File: src/hw/rtl/clamped_edge_convolution_3x3_unit_defines.svh
// ---------------------------------------------------------------------------
// Assertion macros for the clamped edge convolution unit
// Concurrent checks that can be compiled out with ASSERT_OFF.
// ---------------------------------------------------------------------------
`ifndef CLAMPED_EDGE_CONVOLUTION_3X3_UNIT_DEFINES_SVH
`define CLAMPED_EDGE_CONVOLUTION_3X3_UNIT_DEFINES_SVH

`ifndef ASSERT_OFF
// check that is switched off while reset is held
`define CECV_ASSERT(lbl, clk_s, rstn_s, prop, msg) \
  lbl: assert property (@(posedge clk_s) disable iff (!rstn_s) prop) else $error(msg);
// check that holds in every cycle, reset included
`define CECV_ASSERT_ALWAYS(lbl, clk_s, prop, msg) \
  lbl: assert property (@(posedge clk_s) prop) else $error(msg);
`else
`define CECV_ASSERT(lbl, clk_s, rstn_s, prop, msg)
`define CECV_ASSERT_ALWAYS(lbl, clk_s, prop, msg)
`endif

`endif

File: src/hw/rtl/cecv_pkg.sv
// ---------------------------------------------------------------------------
// cecv_pkg
// Shared constants, register codes and types of the convolution unit.
// ---------------------------------------------------------------------------
package cecv_pkg;

  // sizes
  localparam int unsigned MAX_WIDTH      = 1024;
  localparam int unsigned MAX_MASK       = 3;
  localparam int unsigned COEF_FRAC_BITS = 8;
  localparam int unsigned HEIGHT_CAP     = 1024;
  localparam int unsigned ROW_SAT        = 2047;

  // field widths
  localparam int unsigned PIX_W      = 8;
  localparam int unsigned COEF_W     = 16;
  localparam int unsigned DIM_W      = 11;
  localparam int unsigned MASK_W     = 2;
  localparam int unsigned IDX_W      = 20;
  localparam int unsigned BIAS_W     = 13;
  localparam int unsigned CFG_DATA_W = 48;
  localparam int unsigned CFG_IDX_W  = 3;

  // register reset values
  localparam logic [DIM_W-1:0]      RST_WIDTH    = 11'd64;
  localparam logic [DIM_W-1:0]      RST_HEIGHT   = 11'd64;
  localparam logic [MASK_W-1:0]     RST_MASK     = 2'd3;
  localparam logic [CFG_DATA_W-1:0] RST_COEF_MID = 48'd256;

  // register indexes
  typedef enum logic [CFG_IDX_W-1:0] {
    REG_IMAGE_WIDTH     = 3'd0,
    REG_IMAGE_HEIGHT    = 3'd1,
    REG_MASK_WIDTH      = 3'd2,
    REG_MASK_HEIGHT     = 3'd3,
    REG_COEF_ROW_TOP    = 3'd4,
    REG_COEF_ROW_MID    = 3'd5,
    REG_COEF_ROW_BOTTOM = 3'd6,
    REG_BIAS            = 3'd7
  } cfg_reg_t;

  // divider status towards the top level
  typedef struct packed {
    logic busy;
    logic done;
  } div_status_t;

endpackage

File: src/hw/rtl/cecv_div.sv
// ---------------------------------------------------------------------------
// cecv_div
// Restoring divider, one quotient bit per cycle: splits the output index
// into row and column after the row width has changed.
// ---------------------------------------------------------------------------
module cecv_div (
  input  logic                              clk,
  input  logic                              rst_n,
  input  logic                              start,
  input  logic [cecv_pkg::IDX_W-1:0]        dividend,
  input  logic [cecv_pkg::DIM_W-1:0]        divisor,
  output cecv_pkg::div_status_t             status,
  output logic [cecv_pkg::IDX_W-1:0]        quotient,
  output logic [cecv_pkg::DIM_W-1:0]        remainder
);

  localparam int unsigned QW    = cecv_pkg::IDX_W;
  localparam int unsigned DW    = cecv_pkg::DIM_W;
  localparam int unsigned CNT_W = $clog2(QW + 1);

  logic [CNT_W-1:0] cnt_r;
  logic             done_r;
  logic [QW-1:0]    quo_r;
  logic [DW-1:0]    rem_r;
  logic [DW-1:0]    dsr_r;

  logic [DW:0]      trial;
  logic [DW:0]      diff;
  logic             fits;

  // one trial subtraction per cycle
  assign trial = {rem_r, quo_r[QW-1]};
  assign fits  = trial >= {1'b0, dsr_r};
  assign diff  = trial - {1'b0, dsr_r};

  // step counter and done pulse
  always_ff @(posedge clk) begin
    if (!rst_n) begin
      cnt_r  <= '0;
      done_r <= 1'b0;
    end else begin
      done_r <= 1'b0;
      if (start) begin
        cnt_r <= CNT_W'(QW);
      end else if (cnt_r != '0) begin
        cnt_r <= cnt_r - 1'b1;
        if (cnt_r == CNT_W'(1)) begin
          done_r <= 1'b1;
        end
      end
    end
  end

  // datapath: dividend shifts out at the top, quotient bits in at the bottom
  always_ff @(posedge clk) begin
    if (start) begin
      quo_r <= dividend;
      rem_r <= '0;
      dsr_r <= divisor;
    end else if (cnt_r != '0) begin
      quo_r <= {quo_r[QW-2:0], fits};
      rem_r <= fits ? diff[DW-1:0] : trial[DW-1:0];
    end
  end

  assign status.busy = (cnt_r != '0) || done_r;
  assign status.done = done_r;
  assign quotient    = quo_r;
  assign remainder   = rem_r;

endmodule

File: config.mk
export PLATFORM = sky130hd
export DESIGN_NAME = cecv_div
export DESIGN_NICKNAME = d
export VERILOG_FILES = /design/src/hw/rtl/clamped_edge_convolution_3x3_unit_defines.svh /design/src/hw/rtl/cecv_pkg.sv /design/src/hw/rtl/cecv_div.sv
export SDC_FILE = /design/constraint.sdc
export NUM_CORES = 1
export LEC_CHECK = 0
export BUFFER_PORTS_ARGS = -buffer_cell sky130_fd_sc_hd__clkbuf_2
export CAP_MARGIN = 0
export CELL_PAD_IN_SITES_DETAIL_PLACEMENT = 2
export CELL_PAD_IN_SITES_GLOBAL_PLACEMENT = 2
export CORE_ASPECT_RATIO = 0.5
export CORE_MARGIN = 3
export CORE_UTILIZATION = 30
export CTS_BUF_LIST = sky130_fd_sc_hd__clkbuf_16
export DETAILED_ROUTE_END_ITERATION = 10
export GPL_TIMING_DRIVEN = 0
export PLACE_DENSITY = 0.72
export SYNTH_ARGS = -nofsm -noshare
export SYNTH_HDL_FRONTEND = slang
export SYNTH_SLANG_ARGS = --single-unit
File: constraint.sdc
create_clock -name clk -period 2.2 [get_ports clk]
set_input_delay 0.11 -clock clk [delete_from_list [all_inputs] [get_ports clk]]
set_output_delay 0.11 -clock clk [all_outputs]
set_load 0.01 [all_outputs]
==> impl_metrics.tcl, run 1 <==
set metrics [dict create \
    timing_limited_maximum_frequency_ghz 0.412 \
    timing.critical_path.to_type "flip-flop" \
    ys_dominant_reg_cell "edfxtp_1" \
    critPathArrivalTime_ps 2630 \
    ir_worst_vdd_v 0.000372 \
    die_width_um 136 \
    power_per_cell_area_nw_per_um2 1290 \
    sw_frac_of_total_pct 38.3 \
    multi_input_area_sq_um 1310 \
    total_wirelength_mm 8.39 \
    clock_tree.root_cell "clkbuf_16" \
    synth_fp_nets 279 \
    synth-seq-cells 48 \
    synthTopCellsByCount "31 x edfxtp_1, 20 x mux2_2, 19 x nor2_1, 17 x dfxtp_1, 17 x inv_1" \
    route.antenna.remaining_nets 0 \
    cts.reportedPaths.clkPinSlew_ps 70 \
    clock_tree.buffer_depth 2 \
    grt.overflow.total 0 \
    synth_area_sq_um 2540 \
    detailroute.via_count 2178 \
    final.fill_count 851 \
    power.internal_mw 2.86 \
    synthDistinctLibCells 42 \
    finished_layout_cells 441 \
    clock_tree.htree_level_count 2 \
    worst_ep_required_time_ps 2400 \
    p_leak_nw 1.52 \
    track_usage_pct 17.1 \
    num_rows 23 \
    area.sequential_sq_um 1270 \
    hold_viol 0 \
    yosysWarnings 0 \
    number_of_drc_violations_after_detailed_routing 0 \
    grt_setup_unrepaired "yes" \
    slew_headroom_pct 46.8 \
    routed_via_density 4.94 \
    fin_skew_ps 5.46 \
    cts_inserted_buffers 5 \
    timing.critical_path.from_type "flip-flop" \
    detail_route.wl_per_cell_um 19.0 \
    floorplan.core_area_sq_um 8120 \
    power.share.sequential_pct 29.1 \
    globalplace.congestion 0.774 \
    async_flop_share_pct 0 \
    final.min_clock_period_ps 2430 \
    n_antenna_cell 0 \
    p_clk_share_pct 21.8 \
    setup-violations-final 12 \
    port-buffer-count 66 \
    synth_top_area_share_pct 36.7 \
    violations "negative setup slack" \
    worst_slew_pin_slew_ps 799 \
    synthTopCellsByArea "edfxtp_1 37%, dfxtp_1 13%, mux2_2 8.9%" \
    dp_hpwl_mm 5.58 \
    tritoncts "yes" \
    postLayoutSetupSlackWorst_ps -230 \
    timing.max_cap.violations 0 \
    placement.setup.worst_slack_ps -298 \
    synth_seq_area_share_pct 50.1 \
    timing.final.max_slew_violations 0 \
    number_of_global_route_vias_before_repair 2407 \
    pin_count 67 \
    layout-area-overhead-vs-synth_pct 41.7 \
    finalNetCount 376 \
    antenna_violations_before_repair 0 \
    total_die_area_sq_um 9670 \
    synth.most_common_cell "edfxtp_1" \
    synth_enable_flop_cells 31 \
    drt-pass1-iter-count 4 \
    dp.cells 409 \
    switchingPower_mw 1.78 \
    share_comb_of_total_power_pct 49.1 \
    timing.final.crit_share_pct 110 \
    grt_first_pass_wirelength_mm 12.7 \
    min_path_type "in -> reg" \
    syn_inst 231 \
    result_of_the_run "complete, but fails checks" \
    clk_latency_ps 300 \
    drive_above_1_share_pct 43.8 \
    initial_core_util_pct 31.3 \
    clock_sink_count 48 \
    post_synth.cell_area_avg_sq_um 11.0 \
    synth_top_cell_by_area "edfxtp_1" \
    violation_count_after_the_first_detailed_route_iteration 65 \
    totalPowerFinal_mw 4.63 \
    die-height_um 71.0 \
    final_core_util_pct 44.3 \
    path_max_fanout 5 \
    setup.worst_path.class "reg -> reg" \
    pin_count_of_the_biggest_net_entering_global_routing 21 \
]
[critical path: stages (launching register included)]
cell	delay [ps]
dfxtp_1	490
ha_4	270
nor2b_2	160
o31a_1	320
o21a_1	210
buf_6	120
a21oi_4	270
buf_6	160
nand2_2	60
a311oi_2	270
[power by group through the flow]
stage / sequential, mW / clock [mW] / combinational [mW]
after floorplan: 1.38 / 0 / 1.05
after global placement: 1.35 / 0 / 1.56
after detailed placement: 1.35 / 0 / 1.63
after CTS: 1.34 / 1.03 / 2.02
after global routing: 1.38 / 1.07 / 2.47
final: 1.35 / 1.01 / 2.28
[what timing repair did]
item                                    4_1_cts  5_1_grt
resized for setup                            18       21
hold buffers                                  9        1
pin swaps                                    11       13
endpoints found under the setup margin       32       32
hold endpoints to repair                      9        1
buffers inserted                             13        1
[through the flow]
step	hold slack (ps)	cell area [sq um]	TNS (ps)
6_report	12.3	3600	-1680
5_1_grt	7.17	3600	-3020
4_1_cts	1.52	3480	-1160
3_5_place_dp	289	3010	-7920
3_3_place_gp	286	3010	-6580
2_1_floorplan	209	2540	-75.6
[placed cells by master, fill, tap and decap left out, drive strengths merged, types with 2 or more instances in the layout]
master	Yosys	routed
clkbuf	3	74
edfxtp	31	31
mux2	20	20
nor2	19	19
inv	18	19
buf	5	19
dfxtp	17	17
nand2	15	15
nor3	15	15
o21ai	14	14
ha	13	13
dlygate4sd3	0	10
a21oi	9	9
xnor2	7	7
a211oi	5	5
nor4	5	5
o21a	4	4
nor2b	4	4
nand2b	3	3
nand3	3	3
mux2i	3	3
a311oi	3	3
o31a	2	2
or3	2	2
bufinv	0	2
[routing by layer]
metal	GRT usage, %	routed length [um]	vias up
met1	20.6	3590	1089
li1	-	-	1037
met2	30.2	4320	40
met3	4.62	333	12
met4	5.14	149	0
met5	0	0	-
[registers in the layout (all words and copies together) (netlist names)]
signal / flops
done_r: 1
cnt_r: 5
dsr_r: 11
quotient: 20
remainder: 11
[path summary, 6_finish.rpt]
kind	end	start	slack [ps]	cells after the start
worst max-delay path	remainder[7]$_SDFFE_PP0P_	remainder[1]$_SDFFE_PP0P_	-230	9
worst min-delay path	dsr_r[3]$_DFFE_PP_	divisor[3]	10	1
worst max register to register	remainder[7]$_SDFFE_PP0P_	remainder[1]$_SDFFE_PP0P_	-230	9
worst min register to register	cnt_r[4]$_SDFFE_PN0P_	cnt_r[4]$_SDFFE_PN0P_	540	2
[cell families after synthesis]
kind of cell               synth area share (%)
muxes                                      10.1
DFF                                        50.1
xor gates and xnor gates                   2.42
adders and majority gates                  7.20
AOI/OAI and AO/OA                          11.8
buffers and inverters                      4.29
and+or+nand+nor                            14.1
[area by class of cell]
| cell class | count | share of cell area, % |
|---|---|---|
| clock inverter | 3 | 1.91 |
| inverter | 18 | 1.88 |
| multi-input combinational | 157 | 36.3 |
| sequential | 48 | 35.3 |
| buffer | 8 | 1.29 |
| tap | 112 | 3.90 |
| clock buffer | 5 | 3.48 |
| timing repair buffer | 90 | 15.9 |
No activity file was read; power rests on OpenSTA's default activity.
==> run 2: changes to the inputs <==
CORE_UTILIZATION = 31   (was 30)
CTS_BUF_LIST = sky130_fd_sc_hd__clkbuf_4   (was sky130_fd_sc_hd__clkbuf_16)
PLACE_DENSITY = 0.74   (was 0.72)
==> impl_metrics.tcl, run 2 (synthesis gave the netlist of run 1 again) <==
set metrics [dict create \
    result_of_the_run "complete, but fails checks" \
    violations "negative setup slack" \
    hold_viol 0 \
    path_max_fanout 5 \
    cp_delay_by_family_top "compound AO/OA/AOI/OAI gates" \
    timing.final.crit_share_pct 110 \
    r2r-end "remainder[10]$_SDFFE_PP0P_" \
    critPathArrivalTime_ps 2680 \
    timing_limited_maximum_frequency_ghz 0.415 \
    reg2reg_from "quotient[19]$_DFFE_PP_" \
    cts_inserted_buffers 5 \
    max_reg_flops 20 \
    grt_first_pass_wirelength_mm 13.4 \
    layout-area-overhead-vs-synth_pct 42.2 \
    worst-path-stages 10 \
    die-height_um 70.0 \
    reg2regPathDepth 10 \
    slew_headroom_pct 49.0 \
    placement.setup.worst_slack_ps -355 \
    n_antenna_cell 0 \
    detailroute.via_count 2306 \
    p_leak_nw 1.53 \
    grt.overflow.total 0 \
    routed_via_density 5.15 \
    globalplace.congestion 0.770 \
    postLayoutSetupSlackWorst_ps -212 \
    timing.critical_path.to_type "flip-flop" \
    min_path_type "in -> reg" \
    clock_tree.root_cell "clkbuf_4" \
    floorplan.core_area_sq_um 7620 \
    route.antenna.remaining_nets 0 \
    fin_tns_setup_ps -1570 \
    dp_hpwl_mm 5.61 \
    timing.final.max_slew_violations 0 \
    clock_tree.htree_level_count 2 \
    setup.worst_path.class "reg -> reg" \
    wp_buf_inv 2 \
    clock_sink_count 48 \
    drt-pass1-iter-count 4 \
    clock_tree.buffer_depth 2 \
    initial_core_util_pct 33.3 \
    drive_above_1_share_pct 44.7 \
    fin_skew_ps 15.6 \
    timing.critical_path.from_type "flip-flop" \
    die_width_um 134 \
    number_of_global_route_vias_before_repair 2455 \
    min_from "dividend[4]" \
    critical-path-max-stage-delay_ps 420 \
    num_rows 22 \
    design_area_sq_um 3610 \
    setup-violations-final 12 \
    final.min_clock_period_ps 2410 \
    pin_count 67 \
    cts.reportedPaths.clkPinSlew_ps 160 \
    tritoncts "yes" \
    holdPathEnd "quotient[4]$_DFFE_PP_" \
    total_die_area_sq_um 9380 \
    clk_latency_ps 380 \
    ir_worst_vdd_v 0.000355 \
    violation_count_after_the_first_detailed_route_iteration 73 \
    final_cell_mix "67 x clkbuf_2, 31 x edfxtp_1, 19 x mux2_2, 19 x dlygate4sd3_1, 18 x nor2_1" \
    port-buffer-count 66 \
    detail_route.wl_per_cell_um 20.1 \
    track_usage_pct 18.0 \
    worst_hold_path_depth 2 \
    worst_ep_required_time_ps 2470 \
    cp_cell_sequence "inv_1, ha_2, fa_2, nor2b_2, o31a_1, o21a_1, buf_4, a21oi_4, a21oi_1, a211oi_1" \
    grt_setup_unrepaired "yes" \
    timing.reg2reg.setup_slack_ps -210 \
    timing.max_cap.violations 0 \
    crit_start "quotient[19]$_DFFE_PP_" \
    cp_slowest_cell "edfxtp_1" \
    finalNetCount 387 \
    layout_commonest_cell "clkbuf_2" \
    power_per_cell_area_nw_per_um2 1200 \
    antenna_violations_before_repair 0 \
    placedInstanceArea_sq_um 3010 \
    total_wirelength_mm 9.02 \
    pin_count_of_the_biggest_net_entering_global_routing 21 \
    number_of_drc_violations_after_detailed_routing 0 \
    worst_slew_pin_slew_ps 765 \
]
-- run 2: cell count changes in the layout (fill, tap and decap cells not counted), moves of 2 or more --
cell           delta
dfxtp_1           -2
dfxtp_2           +2
ha_1              -2
clkbuf_4          +5
buf_6             -6
buf_4             +6
clkbuf_16         -5
o21ai_1           -2
dlygate4sd3_1     +9
o21ai_2           +2
ha_2              +3
-- run 2: where the power goes --
part / switching (mW) / internal (mW) / total (mW)
registers: 0.182 / 1.17 / 1.35
logic: 1.33 / 1.09 / 2.42
clock network: 0.320 / 0.243 / 0.563
total: 1.83 / 2.51 / 4.34
-- run 2: layout make-up --
cell class	count	area, sq um
well taps	108	135
flip-flops and latches	48	1270
multi-input cells	158	1350
plain buffers	8	46.3
clock buffers	5	37.5
inverters	18	67.6
fillers	790	4010
repair buffers	100	658
clock inverters	3	46.3
-- run 2: what timing repair did --
action,CTS,global route
setup endpoints to repair,32,12
hold buffers,12,7
resized for setup,20,20
buffers inserted,10,5
hold endpoints to repair,13,7
cloned,2,0
pin swaps,13,9
-- run 2: worst max path at each step --
stage / to / slack, ps
finish: remainder[10]$_SDFFE_PP0P_ / -210
global route: remainder[10]$_SDFFE_PP0P_ / -320
CTS: quotient[0]$_DFFE_PP_ / -180
detailed placement: quotient[7]$_DFFE_PP_ / -360
global placement: remainder[9]$_SDFFE_PP0P_ / -210
floorplan: quotient[0]$_DFFE_PP_ / -80
-- run 2: stage by stage --
stage               util, %  power, mW  instances  hold WS (ps)
finish                 47.4       4.34        448          23.5
global route           47.4       4.62        448          2.57
CTS                    45.1       4.04        437          6.22
detailed placement     39.5       2.98        405           291
global placement       39.5       2.89        405           287
floorplan                 -       2.43        231           209
-- run 2: per-layer routing --
metal	vias up	wire [um]	global-route usage (%)
met4	0	182	3.19
met2	70	4740	32.3
met5	-	0	0
met1	1162	3680	21.9
met3	17	425	5.04
li1	1057	-	-
==> run 3: changes to the inputs <==
SKIP_CTS_REPAIR_TIMING = 1   (was default)
==> impl_metrics.tcl, run 3 (synthesis gave the netlist of run 1 again) <==
set metrics [dict create \
    timing.critical_path.from_type "flip-flop" \
    timing.critical_path.to_type "flip-flop" \
    max_reg_flops 20 \
    timing.final.max_slew_violations 0 \
    antenna_violations_before_repair 0 \
    grt_first_pass_wirelength_mm 11.9 \
    area.sequential_sq_um 1270 \
    timing_limited_maximum_frequency_ghz 0.389 \
    clock_tree.htree_level_count 2 \
    min_path_type "in -> reg" \
    setup-violations-final 12 \
    final.fill_count 800 \
    layout-area-overhead-vs-synth_pct 36.6 \
    drive_above_1_share_pct 39.4 \
    total_die_area_sq_um 9380 \
    multi_input_area_sq_um 1250 \
    final_cell_mix "67 x clkbuf_2, 31 x edfxtp_1, 19 x mux2_2, 19 x nor2_1" \
    num_rows 22 \
    track_usage_pct 15.8 \
    final.min_clock_period_ps 2570 \
    layout_commonest_cell "clkbuf_2" \
    worst_ep_required_time_ps 2350 \
    clock_sink_count 48 \
    design_area_sq_um 3470 \
    pin_count_of_the_biggest_net_entering_global_routing 21 \
    detailroute.via_count 2179 \
    hold_viol 0 \
    clock_tree.buffer_depth 2 \
    clk_latency_ps 380 \
    routed_via_density 4.92 \
    detail_route.wl_per_cell_um 18.7 \
    drt-pass1-iter-count 4 \
    finished_layout_cells 443 \
    result_of_the_run "complete, but fails checks" \
    ir_worst_vdd_v 0.000296 \
    postLayoutSetupSlackWorst_ps -369 \
    timing.max_cap.violations 0 \
    worst_slew_pin_slew_ps 673 \
    number_of_global_route_vias_before_repair 2262 \
    cts_inserted_buffers 5 \
    port-buffer-count 66 \
    die_width_um 134 \
    cts.reportedPaths.clkPinSlew_ps 170 \
    tritoncts "yes" \
    violations "negative setup slack" \
    pin_count 67 \
    dp_hpwl_mm 5.61 \
    initial_core_util_pct 33.3 \
    finalNetCount 382 \
    finalHoldWorstSlack_ps 15.5 \
    route.antenna.remaining_nets 0 \
    timing.final.crit_share_pct 117 \
    path_max_fanout 5 \
    placedInstanceArea_sq_um 3010 \
    dp.cells 405 \
    setup.worst_path.class "reg -> reg" \
    grt_setup_unrepaired "yes" \
    floorplan.core_area_sq_um 7620 \
    power_per_cell_area_nw_per_um2 1150 \
    slew_headroom_pct 55.1 \
    die-height_um 70.0 \
    p_leak_nw 1.49 \
    critPathArrivalTime_ps 2720 \
    fin_skew_ps 15.6 \
    total_wirelength_mm 8.30 \
    n_antenna_cell 0 \
    clock_tree.root_cell "clkbuf_4" \
    number_of_drc_violations_after_detailed_routing 0 \
    globalplace.congestion 0.770 \
    violation_count_after_the_first_detailed_route_iteration 85 \
    final_core_util_pct 45.5 \
    grt.overflow.total 0 \
    placement.setup.worst_slack_ps -355 \
]
[run 3: layout make-up]
cell class	count	share of cell area, %
sequential	48	36.7
multi-input combinational	158	36.0
timing repair buffer	95	17.8
tap	108	3.90
inverter	18	1.95
clock inverter	3	1.34
buffer	8	1.34
clock buffer	5	1.08
[run 3: stage by stage]
| stage | setup TNS (ps) | power (mW) |
|---|---|---|
| after detailed placement | -8830 | 2.98 |
| final | -3330 | 4.00 |
| after CTS | -9310 | 3.54 |
| after floorplan | -75.6 | 2.43 |
| after global placement | -5360 | 2.89 |
| after global routing | -4800 | 4.30 |
[run 3: power breakdown]
group	switching [mW]	internal, mW	leakage [nW]
Clock	0.321	0.243	0.0418
Sequential	0.170	1.17	0.456
Combinational	1.15	0.953	0.994
[run 3: worst paths after layout]
check	depth (start not counted)	to	start	slack [ps]
min reg2reg	2	cnt_r[1]$_SDFFE_PP0P_	cnt_r[1]$_SDFFE_PP0P_	540
max	9	quotient[0]$_DFFE_PP_	quotient[19]$_DFFE_PP_	-370
min	2	quotient[7]$_DFFE_PP_	dividend[7]	20
max reg2reg	9	quotient[0]$_DFFE_PP_	quotient[19]$_DFFE_PP_	-370
[run 3: worst max-delay path, cell delays in order (launching register included)]
cell and delay [ps]:
edfxtp_1 450, inv_1 80, ha_2 200, fa_2 250, nor2b_2 60, o31a_1 340, o21a_2 270, a21o_4 260
clkbuf_16 160, mux2_4 250
[run 3: routing by layer]
metal | vias to the layer above | wire length [um] | GRT usage (%)
met5 | - | 0 | 0
met4 | 0 | 36 | 2.05
met3 | 4 | 374 | 5.25
met2 | 40 | 4450 | 27.8
met1 | 1086 | 3440 | 19.5
li1 | 1049 | - | -
